## src/rtl/b64d_pkg.sv

```systemverilog
// Types and constants shared by the base64 decoder modules.
package b64d_pkg;

  // Configuration register indexes.
  typedef enum logic [1:0] {
    REG_SYMBOL_62 = 2'd0,
    REG_SYMBOL_63 = 2'd1,
    REG_PAD       = 2'd2
  } reg_index_t;

  localparam logic [7:0] SYMBOL_62_DEFAULT = 8'd43;
  localparam logic [7:0] SYMBOL_63_DEFAULT = 8'd47;
  localparam logic [7:0] PAD_DEFAULT       = 8'd61;
  localparam logic [2:0] GROUP_SYMBOLS     = 3'd4;

  // One unit of work handed from the front to the back: the data bytes of a
  // finished group (byte_count of them, top byte first) and an optional
  // end-of-message status.
  typedef struct packed {
    logic [23:0] group_bits;
    logic [1:0]  byte_count;
    logic        status;
    logic        error;
  } entry_t;

endpackage

```

## src/rtl/b64d_char_if.sv

```systemverilog
// Character input channel of the base64 decoder.
interface b64d_char_if;
  logic       valid;
  logic       ready;
  logic [7:0] text_char;
  logic       end_of_message;

  modport source (output valid, output text_char, output end_of_message, input ready);
  modport sink (input valid, input text_char, input end_of_message, output ready);
endinterface

```

## src/rtl/b64d_result_if.sv

```systemverilog
// Result output channel of the base64 decoder.
interface b64d_result_if;
  logic       valid;
  logic       ready;
  logic [7:0] byte_value;
  logic       has_byte;
  logic       msg_done;
  logic       decode_error;

  modport source (output valid, output byte_value, output has_byte, output msg_done,
                  output decode_error, input ready);
  modport sink (input valid, input byte_value, input has_byte, input msg_done,
                input decode_error, output ready);
endinterface

```

## src/rtl/tolerant_base64_decoder_top.sv

```systemverilog
// Top level of the tolerant base64 decoder.
//
// The decoder takes one character of base64 text per transfer on char_stream
// (text_char, end_of_message) and delivers results on result_stream. Each
// finished four-symbol group yields three, two or one data bytes (has_byte
// set), and the last character of a message yields one status result
// (msg_done set, decode_error telling whether the message was malformed).
// The three alphabet registers are written through cfg_write, cfg_index and
// cfg_data; the user must write them only while the block is idle, which the
// block does not enforce. A register holding zero acts as its default. The
// results of a character pass through the work queue and then the output
// register. A character is accepted every cycle while the work queue has room;
// the result port delivers one result per cycle while the receiver takes them,
// so a burst of up to four results from one character is taken up by the
// QUEUE_DEPTH-entry queue between the front end and the back end. When the
// receiver stalls, the output register holds its result and the queue fills;
// char_stream.ready falls only when the queue is full. Reset restores the default
// alphabet, clears the group state and empties the queue and the output register.
module tolerant_base64_decoder_top #(
  parameter int QUEUE_DEPTH = 4
) (
  input  logic          clk,
  input  logic          rst,
  input  logic          cfg_write,
  input  logic [1:0]    cfg_index,
  input  logic [7:0]    cfg_data,
  b64d_char_if.sink     char_stream,
  b64d_result_if.source result_stream
);

  logic             push;
  b64d_pkg::entry_t push_entry;
  logic             pop;
  b64d_pkg::entry_t head;
  logic             not_empty;
  logic             queue_full;

  // Front end classifies each character and builds group and status entries.
  b64d_front u_front (
    .clk         (clk),
    .rst         (rst),
    .cfg_write   (cfg_write),
    .cfg_index   (cfg_index),
    .cfg_data    (cfg_data),
    .char_stream (char_stream),
    .queue_full  (queue_full),
    .push        (push),
    .push_entry  (push_entry)
  );

  // The queue lets the input keep flowing while the back end drains bursts.
  b64d_queue #(
    .DEPTH (QUEUE_DEPTH)
  ) u_queue (
    .clk        (clk),
    .rst        (rst),
    .push       (push),
    .push_entry (push_entry),
    .pop        (pop),
    .head       (head),
    .not_empty  (not_empty),
    .full       (queue_full)
  );

  // Back end sends one result per cycle from the head entry unless the receiver stalls.
  b64d_back u_back (
    .clk           (clk),
    .rst           (rst),
    .head          (head),
    .not_empty     (not_empty),
    .pop           (pop),
    .result_stream (result_stream)
  );

endmodule

```

## src/rtl/b64d_front.sv

```systemverilog
// Front end: configuration, character classification and group assembly.
module b64d_front (
  input  logic                clk,
  input  logic                rst,
  input  logic                cfg_write,
  input  logic [1:0]          cfg_index,
  input  logic [7:0]          cfg_data,
  b64d_char_if.sink           char_stream,
  input  logic                queue_full,
  output logic                push,
  output b64d_pkg::entry_t    push_entry
);

  logic [7:0]  symbol_62_char;
  logic [7:0]  symbol_63_char;
  logic [7:0]  pad_char;
  logic [23:0] group_bits;
  logic [2:0]  symbols_left;
  logic [1:0]  pad_count;
  logic        error_seen;

  logic [7:0]  s62_eff;
  logic [7:0]  s63_eff;
  logic [7:0]  pad_eff;
  logic [7:0]  c;
  logic [5:0]  sym;
  logic        is_sym;
  logic        is_space;
  logic        accept;
  logic        last;

  logic [23:0] gb_step;
  logic [2:0]  sl_step;
  logic [1:0]  pc_step;
  logic        err_step;
  logic        group_full;
  logic [23:0] gb_after;
  logic [2:0]  sl_after;
  logic [1:0]  pc_after;
  logic        err_final;
  logic        have_group;
  logic [23:0] out_bits;
  logic [1:0]  out_pads;

  logic [23:0] group_bits_next;
  logic [2:0]  symbols_left_next;
  logic [1:0]  pad_count_next;
  logic        error_seen_next;

  always_ff @(posedge clk) begin
    if (rst) begin
      symbol_62_char <= b64d_pkg::SYMBOL_62_DEFAULT;
      symbol_63_char <= b64d_pkg::SYMBOL_63_DEFAULT;
      pad_char       <= b64d_pkg::PAD_DEFAULT;
    end else if (cfg_write) begin
      unique case (cfg_index)
        b64d_pkg::REG_SYMBOL_62: symbol_62_char <= cfg_data;
        b64d_pkg::REG_SYMBOL_63: symbol_63_char <= cfg_data;
        b64d_pkg::REG_PAD:       pad_char       <= cfg_data;
        default: ;
      endcase
    end
  end

  // A register holding zero behaves as its default.
  assign s62_eff = (symbol_62_char != 8'd0) ? symbol_62_char : b64d_pkg::SYMBOL_62_DEFAULT;
  assign s63_eff = (symbol_63_char != 8'd0) ? symbol_63_char : b64d_pkg::SYMBOL_63_DEFAULT;
  assign pad_eff = (pad_char != 8'd0) ? pad_char : b64d_pkg::PAD_DEFAULT;

  assign c      = char_stream.text_char;
  assign last   = char_stream.end_of_message;
  assign accept = char_stream.valid && char_stream.ready;
  assign char_stream.ready = !queue_full;

  // Symbol decode; the programmable characters override the fixed ranges.
  always_comb begin
    sym    = 6'd0;
    is_sym = 1'b0;
    if (c >= 8'd65 && c <= 8'd90) begin
      sym = 6'(c - 8'd65);
      is_sym = 1'b1;
    end else if (c >= 8'd97 && c <= 8'd122) begin
      sym = 6'(c - 8'd71);
      is_sym = 1'b1;
    end else if (c >= 8'd48 && c <= 8'd57) begin
      sym = 6'(c + 8'd4);
      is_sym = 1'b1;
    end
    if (c == s62_eff) begin
      sym = 6'd62;
      is_sym = 1'b1;
    end
    if (c == s63_eff) begin
      sym = 6'd63;
      is_sym = 1'b1;
    end
  end

  assign is_space = (c == 8'd32) || (c >= 8'd9 && c <= 8'd13);

  // Effect of the character itself.
  always_comb begin
    gb_step  = group_bits;
    sl_step  = symbols_left;
    pc_step  = pad_count;
    err_step = error_seen;
    if (!error_seen) begin
      priority if (is_sym) begin
        if (pad_count != 2'd0) begin
          err_step = 1'b1;
        end else begin
          gb_step = {group_bits[17:0], sym};
          sl_step = symbols_left - 3'd1;
        end
      end else if (c == 8'd0) begin
        err_step = 1'b1;
      end else if (c == pad_eff) begin
        if (symbols_left == 3'd3) begin
          err_step = 1'b1;
        end else if (symbols_left != b64d_pkg::GROUP_SYMBOLS) begin
          gb_step = {group_bits[17:0], 6'd0};
          pc_step = pad_count + 2'd1;
          sl_step = symbols_left - 3'd1;
        end
      end else if (!is_space) begin
        err_step = 1'b1;
      end
    end
  end

  assign group_full = !err_step && (sl_step == 3'd0);
  assign gb_after   = group_full ? 24'd0 : gb_step;
  assign sl_after   = group_full ? b64d_pkg::GROUP_SYMBOLS : sl_step;
  assign pc_after   = group_full ? 2'd0 : pc_step;

  // Message end: an unpadded tail of two or three symbols is padded out; a lone symbol is an error.
  always_comb begin
    err_final  = err_step;
    have_group = group_full;
    out_bits   = gb_step;
    out_pads   = pc_step;
    if (last && !err_step) begin
      if (sl_after == 3'd3) begin
        err_final = 1'b1;
      end else if (sl_after == 3'd2) begin
        have_group = 1'b1;
        out_bits   = {gb_after[11:0], 12'd0};
        out_pads   = pc_after + 2'd2;
      end else if (sl_after == 3'd1) begin
        have_group = 1'b1;
        out_bits   = {gb_after[17:0], 6'd0};
        out_pads   = pc_after + 2'd1;
      end
    end
  end

  assign push = accept && (have_group || last);

  always_comb begin
    push_entry.group_bits = out_bits;
    push_entry.byte_count = have_group ? (2'd3 - out_pads) : 2'd0;
    push_entry.status     = last;
    push_entry.error      = err_final;
  end

  always_comb begin
    if (last) begin
      group_bits_next   = 24'd0;
      symbols_left_next = b64d_pkg::GROUP_SYMBOLS;
      pad_count_next    = 2'd0;
      error_seen_next   = 1'b0;
    end else begin
      group_bits_next   = gb_after;
      symbols_left_next = sl_after;
      pad_count_next    = pc_after;
      error_seen_next   = err_step;
    end
  end

  always_ff @(posedge clk) begin
    if (rst) begin
      group_bits   <= 24'd0;
      symbols_left <= b64d_pkg::GROUP_SYMBOLS;
      pad_count    <= 2'd0;
      error_seen   <= 1'b0;
    end else if (accept) begin
      group_bits   <= group_bits_next;
      symbols_left <= symbols_left_next;
      pad_count    <= pad_count_next;
      error_seen   <= error_seen_next;
    end
  end

endmodule

```

## src/rtl/b64d_queue.sv

```systemverilog
// Small first-in first-out queue of work entries between front and back.
module b64d_queue #(
  parameter int DEPTH = 4
) (
  input  logic             clk,
  input  logic             rst,
  input  logic             push,
  input  b64d_pkg::entry_t push_entry,
  input  logic             pop,
  output b64d_pkg::entry_t head,
  output logic             not_empty,
  output logic             full
);

  localparam int AW = (DEPTH > 1) ? $clog2(DEPTH) : 1;
  localparam int CW = $clog2(DEPTH + 1);
  localparam logic [AW-1:0] LAST_SLOT = AW'(DEPTH - 1);
  localparam logic [CW-1:0] FULL_COUNT = CW'(DEPTH);

  b64d_pkg::entry_t slots [DEPTH];
  logic [AW-1:0] wr_ptr;
  logic [AW-1:0] rd_ptr;
  logic [CW-1:0] count;

  assign head      = slots[rd_ptr];
  assign not_empty = (count != '0);
  assign full      = (count == FULL_COUNT);

  always_ff @(posedge clk) begin
    if (push) begin
      slots[wr_ptr] <= push_entry;
    end
  end

  always_ff @(posedge clk) begin
    if (rst) begin
      wr_ptr <= '0;
      rd_ptr <= '0;
      count  <= '0;
    end else begin
      if (push) begin
        wr_ptr <= (wr_ptr == LAST_SLOT) ? '0 : wr_ptr + AW'(1);
      end
      if (pop) begin
        rd_ptr <= (rd_ptr == LAST_SLOT) ? '0 : rd_ptr + AW'(1);
      end
      if (push && !pop) begin
        count <= count + CW'(1);
      end else if (pop && !push) begin
        count <= count - CW'(1);
      end
    end
  end

endmodule

```

## src/rtl/b64d_back.sv

```systemverilog
// Back end: unpacks queue entries into byte and status results.
module b64d_back (
  input  logic             clk,
  input  logic             rst,
  input  b64d_pkg::entry_t head,
  input  logic             not_empty,
  output logic             pop,
  b64d_result_if.source    result_stream
);

  logic [1:0] pos;
  logic       out_valid;
  logic [7:0] byte_value;
  logic       has_byte;
  logic       msg_done;
  logic       decode_error;

  logic       advance;
  logic [2:0] total;
  logic       is_byte;
  logic       last_of_entry;
  logic [7:0] sel_byte;

  assign advance = not_empty && (!out_valid || result_stream.ready);
  assign total   = {1'b0, head.byte_count} + {2'b00, head.status};
  assign is_byte = (pos < head.byte_count);
  assign last_of_entry = ({1'b0, pos} + 3'd1 == total);
  assign pop = advance && last_of_entry;

  always_comb begin
    unique case (pos)
      2'd0:    sel_byte = head.group_bits[23:16];
      2'd1:    sel_byte = head.group_bits[15:8];
      default: sel_byte = head.group_bits[7:0];
    endcase
  end

  always_ff @(posedge clk) begin
    if (rst) begin
      pos       <= 2'd0;
      out_valid <= 1'b0;
    end else begin
      if (advance) begin
        pos       <= last_of_entry ? 2'd0 : pos + 2'd1;
        out_valid <= 1'b1;
      end else if (result_stream.ready) begin
        out_valid <= 1'b0;
      end
    end
  end

  always_ff @(posedge clk) begin
    if (advance) begin
      byte_value   <= is_byte ? sel_byte : 8'd0;
      has_byte     <= is_byte;
      msg_done     <= !is_byte;
      decode_error <= !is_byte && head.error;
    end
  end

  assign result_stream.valid        = out_valid;
  assign result_stream.byte_value   = byte_value;
  assign result_stream.has_byte     = has_byte;
  assign result_stream.msg_done     = msg_done;
  assign result_stream.decode_error = decode_error;

endmodule

```

## src/flat_wrapper.sv

```systemverilog
// flat-port wrapper written by rule: the top's interface ports become plain ports
module tolerant_base64_decoder_top_flat 
#(
  parameter int QUEUE_DEPTH = 4
)
  (clk, rst, cfg_write, cfg_index, cfg_data, char_stream_valid, char_stream_text_char, char_stream_end_of_message, char_stream_ready, result_stream_valid, result_stream_byte_value, result_stream_has_byte, result_stream_msg_done, result_stream_decode_error, result_stream_ready);
  b64d_char_if char_stream_i ();
  b64d_result_if result_stream_i ();
  input  logic clk;
  input  logic rst;
  input  logic cfg_write;
  input  logic [1:0] cfg_index;
  input  logic [7:0] cfg_data;
  input wire logic [$bits(char_stream_i.valid)-1:0] char_stream_valid;
  input wire logic [$bits(char_stream_i.text_char)-1:0] char_stream_text_char;
  input wire logic [$bits(char_stream_i.end_of_message)-1:0] char_stream_end_of_message;
  output wire logic [$bits(char_stream_i.ready)-1:0] char_stream_ready;
  output wire logic [$bits(result_stream_i.valid)-1:0] result_stream_valid;
  output wire logic [$bits(result_stream_i.byte_value)-1:0] result_stream_byte_value;
  output wire logic [$bits(result_stream_i.has_byte)-1:0] result_stream_has_byte;
  output wire logic [$bits(result_stream_i.msg_done)-1:0] result_stream_msg_done;
  output wire logic [$bits(result_stream_i.decode_error)-1:0] result_stream_decode_error;
  input wire logic [$bits(result_stream_i.ready)-1:0] result_stream_ready;
  assign char_stream_i.valid = char_stream_valid;
  assign char_stream_i.text_char = char_stream_text_char;
  assign char_stream_i.end_of_message = char_stream_end_of_message;
  assign char_stream_ready = char_stream_i.ready;
  assign result_stream_valid = result_stream_i.valid;
  assign result_stream_byte_value = result_stream_i.byte_value;
  assign result_stream_has_byte = result_stream_i.has_byte;
  assign result_stream_msg_done = result_stream_i.msg_done;
  assign result_stream_decode_error = result_stream_i.decode_error;
  assign result_stream_i.ready = result_stream_ready;
  tolerant_base64_decoder_top #(.QUEUE_DEPTH(QUEUE_DEPTH)) u_core (.clk(clk), .rst(rst), .cfg_write(cfg_write), .cfg_index(cfg_index), .cfg_data(cfg_data), .char_stream(char_stream_i), .result_stream(result_stream_i));
endmodule
```

## config.mk

```make
export PLATFORM = sky130hd
export DESIGN_NAME = tolerant_base64_decoder_top_flat
export DESIGN_NICKNAME = d
export VERILOG_FILES = /design/src/rtl/b64d_pkg.sv /design/src/rtl/b64d_char_if.sv /design/src/rtl/b64d_result_if.sv /design/src/rtl/tolerant_base64_decoder_top.sv /design/src/rtl/b64d_front.sv /design/src/rtl/b64d_queue.sv /design/src/rtl/b64d_back.sv /design/src/flat_wrapper.sv
export SDC_FILE = /design/constraint.sdc
export NUM_CORES = 1
export LEC_CHECK = 0
export BUFFER_PORTS_ARGS = -buffer_cell sky130_fd_sc_hd__buf_2
export CAP_MARGIN = 0
export CELL_PAD_IN_SITES_DETAIL_PLACEMENT = 0
export CELL_PAD_IN_SITES_GLOBAL_PLACEMENT = 1
export CORE_AREA = 2 2 148 150
export DETAILED_ROUTE_END_ITERATION = 6
export DIE_AREA = 0 0 150 152
export PLACE_DENSITY_LB_ADDON = 0.25
export SKIP_LAST_GASP = 1
export SLEW_MARGIN = 20
export SYNTH_ARGS = -nofsm -noshare
export SYNTH_HDL_FRONTEND = slang
export SYNTH_SLANG_ARGS = --single-unit
```

## constraint.sdc

```tcl
create_clock -name clk -period 13.05 [get_ports clk]
set_clock_uncertainty 0.05 [all_clocks]
set_input_delay 1.9575 -clock clk [delete_from_list [all_inputs] [get_ports clk]]
set_output_delay 1.9575 -clock clk [all_outputs]
set_load 0.005 [all_outputs]
```

### Yosys cells after proc, flatten, opt, wreduce, memory -nomap -nowiden

Memories as Yosys holds them, arrays and structs flattened. A register that Yosys moved wholly into a read port is not among the register bits.
Index checks and enable logic that the tools add are counted.

* flip-flop bits (word level): 75
* RAM bits: 112
* input bits: 24
* output and inout port bits: 13
* word-level logic and storage cells: 167
* memories kept: 1

Memories
* u_core.u_queue.slots: words 4, width 28, read ports 1, clocked after Yosys merged registers in 1, wr ports 1, line b64d_queue.sv:20 `b64d_pkg::entry_t slots [DEPTH];`

* add/subtract/negate cells: 15
* magnitude comparators: 9
* equality and inequality tests: 16
* multiplexer cells: 74
* reduce and logical (&&, ||, !) cells: 36

Operator list (count)
* two-way mux 24 bit: 13
* two-way mux 2 bit: 18
* two-way mux 3 bit: 11
* two-way mux 6 bit: 5
* equality test 8 bit: 3
* two-way mux 8 bit: 3
* nonzero test 8 bit: 3
* two-way mux 1 bit: 23
* >= comparator 8 x 7 -> 1 bit (second input constant): 2
* less-or-equal comparator 8 x 7 -> 1 bit (second input constant): 2
* case mux 8 bit (2 select lines): 1
* logical AND 1 bit: 13
* adder 2 x 1 -> 2 bit (second input constant): 5
* equality test 3 x 2 -> 1 bit (second input constant): 3
* equality test 8 x 6 -> 1 bit (second input constant): 1
* >= comparator 8 x 4 -> 1 bit (second input constant): 1
* >= comparator 8 x 6 -> 1 bit (second input constant): 1
* less-or-equal comparator 8 x 4 -> 1 bit (second input constant): 1
* less-or-equal comparator 8 x 6 -> 1 bit (second input constant): 1
* zero test 8 bit: 1
* adder 6 x 3 -> 6 bit (second input constant): 1
* equality test 2 bit (second input constant): 3
* zero test 1 bit: 6
* AND reduction 2 bit: 3
* 19 further kinds: 26

### Longest topological paths before layout

Gate-level depths: netlist of the first run.

* depth in word-level cells: 23
* gate-level depth with buffers: 19

### Hierarchy

From an unflattened synthesis of the first run, not the netlist that was laid out.

* cell total of the unflattened synthesis: 795
* area total of the unflattened synthesis: 9471.6 sq um

Modules (own cells, without submodules)
* b64d_queue: times used 1, cells an instance 190, area an instance 4531.8 sq um
* b64d_front: times used 1, cells an instance 534, area an instance 4129.0 sq um
* b64d_back: times used 1, cells an instance 71, area an instance 810.8 sq um

### Worst setup path before layout of the first run

Ideal clock, no wire load.

* path type: input-to-reg
* start point: input char_stream_text_char[0]
* end point: register u_core.u_queue.count[2]
* setup time: 0.070 ns
* arrival: 5.909 ns
* required time: 12.930 ns
* setup slack: 7.021 ns
* stages: 19
* path buffers: 2
* cell sequence: clkbuf_1 -> inv_1 -> ha_1 -> clkbuf_1 -> nor2b_1 -> o21ai_1 -> nand4_1 -> nand3_1 -> or3_4 -> o31a_1 -> a211oi_1 -> a21oi_2 -> nor2_2 -> ha_1 -> inv_1 -> fa_1 -> xor2_1 -> or3_1 -> a21oi_1

* longest elaborated chain between the ends: 22

Ends and longest elaborated chain
* start: declaration: line flat_wrapper.sv:15 `input wire logic [$bits(char_stream_i.text_char)-1:0] char_stream_text_char;`
* >= comparator 8 x 6 -> 1 bit or less-or-equal comparator 8 x 6 -> 1 bit (tied branches): line b64d_front.sv:85 `end else if (c >= 8'd48 && c <= 8'd57) begin`
* logical AND 1 bit: line b64d_front.sv:85
* two-way mux 1 bit: line b64d_front.sv:85
* two-way mux 1 bit: line b64d_front.sv:82 `end else if (c >= 8'd97 && c <= 8'd122) begin`
* two-way mux 1 bit: line b64d_front.sv:79 `if (c >= 8'd65 && c <= 8'd90) begin`
* two-way mux 1 bit: line b64d_front.sv:89 `if (c == s62_eff) begin`
* two-way mux 1 bit: line b64d_front.sv:93 `if (c == s63_eff) begin`
* two-way mux 3 bit or two-way mux 1 bit (tied branches): line b64d_front.sv:108 `priority if (is_sym) begin`
* [7 not listed]
* two-way mux 1 bit: line b64d_front.sv:143 `if (sl_after == 3'd3) begin`
* two-way mux 1 bit *: line b64d_front.sv:142 `if (last && !err_step) begin`
* logical OR 1 bit *: line b64d_front.sv:157 `assign push = accept && (have_group || last);`
* logical AND 1 bit *: line b64d_front.sv:157
* net u_core.push: line tolerant_base64_decoder_top.sv:31 `logic push;`
* zero test 1 bit: line b64d_queue.sv:49 `end else if (pop && !push) begin`
* logical AND 1 bit: line b64d_queue.sv:49
* nonzero test 2 bit (no source line)
* end signal: assignment: line b64d_queue.sv:48 `count <= count + CW'(1);`
* end signal: assignment: line b64d_queue.sv:50 `count <= count - CW'(1);`
* end: declaration: line b64d_queue.sv:23 `logic [CW-1:0] count;`

Mark *: on every way through the listed nets, which the timed path passes. The rest lies on a longest branch.
A chain may end at the register's enable or synchronous reset.

### Worst setup path after layout of the first run

* start point: input char_stream_text_char[1]
* end point: register u_core.u_queue.count[2]

Same word-level chain as after synthesis.

==> results of run 1 <==
[layer usage]
layer / routed length (microns) / share of wire
met1: 9920 / 0.43
met2: 11540 / 0.51
met3: 1104 / 0.048
met4: 268 / 0.012
met5: 0 / 0
[state kept, by name, summed over array words and instances, names as in the netlist, 2 cells and up, named ones only]
signal and count:
u_core.u_back.result_stream.byte_value 8, u_core.u_queue.wr_ptr 2, u_core.u_front.symbol_63_char 8, u_core.u_front.pad_count 2, u_core.u_front.symbols_left 3, u_core.u_front.group_bits 24
u_core.u_queue.count 3, u_core.u_back.pos 2, u_core.u_queue.rd_ptr 2, u_core.u_queue.slots 112, u_core.u_front.symbol_62_char 8, u_core.u_front.pad_char 8
[metrics by stage]
step	power (mW)	cells	hold WS [ns]	utilization	worst slack [ns]
2_1_floorplan	0.9925	849	0.3819	-	7.021
3_3_place_gp	1.084	1124	0.3913	0.4708	6.238
3_5_place_dp	1.092	1124	0.4095	0.4708	6.040
4_1_cts	1.624	1156	0.4189	0.4998	6.456
5_1_grt	1.690	1156	0.4355	0.4999	5.978
6_report	1.610	1156	0.4127	0.4999	6.396
[layout make-up]
cell class	count	area, sq um
Fill cell	1939	10680
Sequential cell	189	5019
Multi-Input combinational cell	576	4309
Clock buffer	19	442.9
Tap cell	280	350.3
Timing Repair Buffer	45	247.7
Clock inverter	13	176.4
Inverter	34	127.6
[Yosys cell counts (3+ instances only)]
cell	number	share of area
or3_1	5	0.0032
nand4_1	6	0.0039
a21oi_1	48	0.025
nand3_1	12	0.0062
mux2_2	3	0.0035
and4_1	4	0.0036
nand2b_1	6	0.0039
a211oi_1	6	0.0047
edfxtp_1	123	0.38
o31ai_1	6	0.0047
dfxtp_1	66	0.14
a211o_1	5	0.0045
o22a_1	8	0.0073
and3b_1	3	0.0027
xnor2_1	15	0.014
o211ai_1	5	0.0039
mux4_2	28	0.065
ha_1	25	0.032
o21ai_0	14	0.0073
nand3b_1	14	0.011
and2_1	6	0.0039
a22oi_1	17	0.013
a22o_1	13	0.012
buf_2	8	0.0041
nor4_1	6	0.0039
clkbuf_1	33	0.013
xor2_1	11	0.010
mux2i_1	37	0.038
o22ai_1	20	0.013
a31oi_1	10	0.0065
nor3_1	14	0.0073
o221ai_1	9	0.0082
nor2b_1	15	0.0097
nor2_1	69	0.027
or2_2	4	0.0026
buf_4	3	0.0023
inv_1	34	0.013
buf_1	4	0.0016
a21o_1	4	0.0031
and3_1	4	0.0026
nand2_1	79	0.031
nor4b_1	3	0.0027
[cell families (layout without fill, tap and decap cells)]
| logic type | Yosys count | after routing | synth area share |
|---|---|---|---|
| and+or+nand+nor | 263 | 263 | 0.1379 |
| AOI/OAI and AO/OA | 191 | 191 | 0.1395 |
| DFF | 189 | 189 | 0.5191 |
| buffers and inverters | 84 | 111 | 0.03575 |
| muxes | 70 | 70 | 0.1097 |
| adders and majority gates | 26 | 26 | 0.03445 |
| xor gates and xnor gates | 26 | 26 | 0.02357 |
[worst max-delay path: stages]
cell and delay (ns):
buf_2 0.20, inv_1 0.17, ha_1 0.34, nor2b_1 0.18, o21ai_1 0.11, nand4_1 0.32, nand3_1 0.25, nor3_2 0.40
mux2i_4 0.29, buf_4 0.53, mux2i_1 0.44, a21oi_2 0.13, nor2_2 0.20, ha_1 0.26, inv_1 0.07, fa_1 0.44
xor2_1 0.18, or3_1 0.32, a21oi_1 0.15
[power groups by stage]
stage          clock network (mW)  registers [mW]  logic, mW
6_report                    0.533           0.747      0.330
3_3_place_gp                    0           0.760      0.325
5_1_grt                     0.568           0.758      0.364
3_5_place_dp                    0           0.762      0.330
4_1_cts                     0.543           0.749      0.332
2_1_floorplan                   0           0.732      0.261
[final timing paths]
check / from / end / slack [ns] / cells past startpoint
worst max-delay path: char_stream_text_char[1] / u_core.u_queue.count[2]$_SDFFE_PP0P_ / 6.40 / 19
worst min-delay path: u_core.u_front.pad_count[0]$_SDFFE_PP0P_ / u_core.u_front.pad_count[0]$_SDFFE_PP0P_ / 0.41 / 2
worst max register to register: u_core.u_front.symbol_63_char[0]$_SDFFE_PP1P_ / u_core.u_queue.count[2]$_SDFFE_PP0P_ / 7.81 / 16
worst min register to register: u_core.u_front.pad_count[0]$_SDFFE_PP0P_ / u_core.u_front.pad_count[0]$_SDFFE_PP0P_ / 0.41 / 2
==> impl_metrics.toml, run 1 <==
[run_status]
outcome = "complete, no violations"

[clock_tree]
cts_tree = "yes"
cts_htree_levels = 4
cts_resized = 0
numCtsBuffers = 17
clock_latency_ns = 0.43
postCtsSetupRepairBufs = 0
hold_buffers = 0
cts.sinks = 189
cts_max_path_buffers = 2
cts_root_buf = "clkbuf_16"
clk_pin_slew_ns = 0.07

[min_path]
hold_path_class = "reg2reg"

[sta]
fin_crit_ns = 6.654
slew-limit-headroom = 0.2994
drv_slew = 0
rsz0062_at_grt = "no"
setup_viol = 0
fmax_ghz = 0.1503
finalHoldViolations = 0
finalCritPeriodShare = 0.5099
worstMarginPinSlew_ns = 1.051
tns_ns = 0

[power]
p_sw_frac = 0.2900
pwr-share-comb = 0.205
clock_power_share = 0.331
pwr-share-seq = 0.464
ir_drop_v = 0.00007083
p_int_mw = 1.143
leakagePower_nw = 3.897
power.switching_mw = 0.4670
power.density_nw_per_um2 = 150.9

[global_routing]
grt_pass1_vias = 6729
grtUsageTotal = 0.2062
use_met2 = 0.3472
grt_max_degree = 56
use_met1 = 0.2824
grt-ovfl-total = 0
grt_pass1_wl_microns = 36920
busiest_layer = "met2"
met3_usage = 0.03063
antenna_found_initial = 0

[place]
gp_congestion = 0.8822
io_buffers = 36
dpl_cell_area_sq_um = 10050
hpwl_microns = 16110

[cells_and_area]
num-nets-final = 913
final_cell_mix = "edfxtp_1, nand2_1, nor2_1"
syn_to_final_growth_pct = 10.48
antenna_cells = 0
final_layout_size_suffix_gt1_frac = 0.1416
layout_commonest_cell = "edfxtp_1"
finalInstanceArea_sq_um = 10670

[floorplanning]
die_h_microns = 152
initial_core_util = 0.4525
pin_count = 37
core_area_sq_um = 21350
std_cell_rows = 54
fp.dieW_microns = 150
dieArea_sq_um = 22800

[synthesis]
synth_nets = 899
synth_seq_cells = 189
synth_cell_types = 79
synth-seq-area-share = 0.5191
syn_area_per_cell_sq_um = 11.38
syn-cell-area_sq_um = 9661
postSynth.asyncResetShare = 0
ys.flop_type = "edfxtp_1"
yosys_warnings = 0
synth_cells = 849
synth_edf_count = 123

[worst_setup_path]
endpoint_kind = "flop"
worstSetupPathType = "in2reg"
cp.arrival_ns = 6.95
startpoint_type = "input pin"
path_max_fanout = 41
cp.required_ns = 13.35

[route]
drtAntennaViolNets = 0
drc = 0
vias = 6882
post_drt_via_cell_ratio = 5.953
drt_wl_total_microns = 22840
wl_per_cell_microns = 19.75
drt_iter0_markers = 510
drtPass1Iterations = 5

[flow_run]
max_cap_violations = 0
Power figures use the tool's default switching activity.
==> inputs of run 2 (changes only) <==
--- a/config.mk
+++ b/config.mk
@@ -5,13 +5,14 @@
 export SDC_FILE = /design/constraint.sdc
 export NUM_CORES = 1
 export LEC_CHECK = 0
+export ABC_AREA = 1
 export BUFFER_PORTS_ARGS = -buffer_cell sky130_fd_sc_hd__buf_2
 export CAP_MARGIN = 0
 export CELL_PAD_IN_SITES_DETAIL_PLACEMENT = 0
 export CELL_PAD_IN_SITES_GLOBAL_PLACEMENT = 1
-export CORE_AREA = 2 2 148 150
+export CORE_AREA = 2 2 151 153
 export DETAILED_ROUTE_END_ITERATION = 6
-export DIE_AREA = 0 0 150 152
+export DIE_AREA = 0 0 153 155
 export PLACE_DENSITY_LB_ADDON = 0.25
 export SKIP_LAST_GASP = 1
 export SLEW_MARGIN = 20
==> constraint.sdc (replaced) <==
create_clock -name clk -period 6.55 [get_ports clk]
set_clock_uncertainty 0.05 [all_clocks]
set_input_delay 0.9825 -clock clk [delete_from_list [all_inputs] [get_ports clk]]
set_output_delay 0.9825 -clock clk [all_outputs]
set_load 0.005 [all_outputs]
==> run 2 against run 1 <==
Against the previous run:
- clock power grew 89%
- sequential cell count stayed put
- core utilization fell by 0.49 points
- combinational power is 100% higher
- largest power group unchanged
==> impl_metrics.toml, run 2 <==
[run_status]
outcome = "complete, no violations"

[global_routing]
grtUsageTotal = 0.2105
grt_pass1_wl_microns = 40080
antenna_found_initial = 0
grt-ovfl-total = 0
grt_max_degree = 58
grt_pass1_vias = 7619

[worst_setup_path]
endpoint_kind = "flop"
path_max_fanout = 22
cp.required_ns = 6.82
worstSetupPathType = "in2reg"
critical_path.max_stage_delay_ns = 0.44
crit_top_cell = "a21oi_1"
crit_slowest_cell = "nor2_4"
startpoint_type = "input pin"
cp.arrival_ns = 5.08
regToRegSetupSlack_ns = 2.15
rr_endpoint = "u_core.u_queue.count[2]$_SDFFE_PP0P_"
ff2ff_path_depth = 14

[route]
wl_per_cell_microns = 16.38
vias = 8028
drc = 0
post_drt_via_cell_ratio = 5.363
drtPass1Iterations = 5
drt_wl_total_microns = 24510
drtAntennaViolNets = 0
drt_iter0_markers = 505

[synthesis]
syn-cell-area_sq_um = 10050
synth_cell_types = 57
syn_area_per_cell_sq_um = 8.459
synth.most_common_cell = "nand2_1"
synth_nets = 1238
yosys_warnings = 0
synth_top_area_cell = "edfxtp_1"
synth-seq-area-share = 0.4990
synth_seq_cells = 189
synth_top_cells_by_area = "edfxtp_1, dfxtp_1, nand2_1, nor2_1, o21ai_0"
synth_top_area_frac = 0.3675
postSynth.asyncResetShare = 0
synth_edf_count = 123
synth_cells = 1188
ys_top_cells_by_count = "nand2_1, nor2_1, edfxtp_1"
ys.flop_type = "edfxtp_1"

[power]
power.total_mw = 3.127
leakagePower_nw = 4.346
power.density_nw_per_um2 = 284.2
ir_drop_v = 0.0001609

[place]
dpl_cell_area_sq_um = 10420
hpwl_microns = 16700
io_buffers = 36
gp_congestion = 0.8768

[cells_and_area]
n_fill_cell = 2144
layout_commonest_cell = "nand2_1"
largest_reg_flops = 112
final_layout_size_suffix_gt1_frac = 0.1180
final_cell_mix = "nand2_1, nor2_1, edfxtp_1"
syn_to_final_growth_pct = 9.475
antenna_cells = 0
largest-register = "u_core.u_queue.slots"
top_regs = "u_core.u_queue.slots: 112 flops, u_core.u_front.group_bits: 24 flops"
ff_latch_area_sq_um = 5016
finalInstanceArea_sq_um = 11000
multi_input_area_sq_um = 4431
num-nets-final = 1249
final_util = 0.4950

[min_path]
worstHoldStart = "u_core.u_queue.rd_ptr[1]$_SDFFE_PP0P_"
min_delay_path_depth = 2
hold_path_class = "reg2reg"

[sta]
fmax_ghz = 0.2079
setup_viol = 0
fin_crit_ns = 4.811
finalCritPeriodShare = 0.7345
rsz0062_at_grt = "no"
finalHoldViolations = 0
worstMarginPinSlew_ns = 1.036
slew-limit-headroom = 0.3093
drv_slew = 0
tns_ns = 0

[clock_tree]
postCtsSetupRepairBufs = 0
cts_max_path_buffers = 2
cts_tree = "yes"
cts_resized = 0
cts_root_buf = "clkbuf_16"
cts_htree_levels = 4
clock_latency_ns = 0.44
hold_buffers = 0
cts.sinks = 189
clk_pin_slew_ns = 0.08
numCtsBuffers = 17

[flow_run]
max_cap_violations = 0

[floorplanning]
dieArea_sq_um = 23720
initial_core_util = 0.4521
die_h_microns = 155
fp.dieW_microns = 153
core_area_sq_um = 22230
pin_count = 37
std_cell_rows = 55
==> run 2: cells by family after synthesis <==
kind of cell    synth area share
buf+inv                  0.06250
flops                     0.4990
compound gates            0.1545
fa+ha+maj                0.03312
xor+xnor                 0.02005
mux                    0.0009961
simple gates              0.2298
==> run 2: cell type report <==
cell class              count  area share
clock inverters            14     0.01308
clock buffers              18     0.03901
well taps                 285     0.03241
repair buffers             45     0.02252
inverters                  98     0.03435
flip-flops and latches    189      0.4559
multi-input cells         848      0.4027
==> run 2: worst max path at each step <==
stage                              from  cells past startpoint  slack (ns)                                   end
6_report       char_stream_text_char[0]                     27        1.74  u_core.u_queue.count[2]$_SDFFE_PP0P_
5_1_grt        char_stream_text_char[0]                     27        1.07  u_core.u_queue.count[2]$_SDFFE_PP0P_
4_1_cts        char_stream_text_char[0]                     27        1.71  u_core.u_queue.count[2]$_SDFFE_PP0P_
3_5_place_dp   char_stream_text_char[0]                     27        1.27  u_core.u_queue.count[2]$_SDFFE_PP0P_
3_3_place_gp   char_stream_text_char[0]                     27        1.34  u_core.u_queue.count[2]$_SDFFE_PP0P_
2_1_floorplan  char_stream_text_char[2]                     20        1.79  u_core.u_queue.slots[0][0]$_DFFE_PP_
==> run 2: metal layers <==
metal / part of all wire / wire (microns) / global-route usage / vias up
met2: 0.49 / 11930 / 0.3681 / 152
met1: 0.47 / 11540 / 0.2746 / 3807
met3: 0.031 / 766 / 0.03120 / 26
met5: 0 / 0 / 0 / -
met4: 0.012 / 286 / 0.05644 / 0
li1: - / - / - / 4043
==> run 2: worst max-delay path, delay by kind of cell <==
family          cells  cell delay, ns
compound gates      7            0.85
buf+inv             8            0.99
fa+ha+maj           3            0.89
simple gates        9            1.37
==> run 2: stage by stage <==
| stage | hold slack, ns | setup slack (ns) | instances |
|---|---|---|---|
| global route | 0.4514 | 1.068 | 1497 |
| floorplan | 0.3891 | 1.787 | 1188 |
| global placement | 0.4134 | 1.343 | 1465 |
| detailed placement | 0.4215 | 1.268 | 1465 |
| CTS | 0.4245 | 1.713 | 1497 |
| finish | 0.4202 | 1.739 | 1497 |
==> run 2: report_power, final <==
part	switching, mW	total, mW	internal [mW]
Clock	0.502	1.01	0.509
Sequential	0.0550	1.45	1.40
Combinational	0.447	0.663	0.216
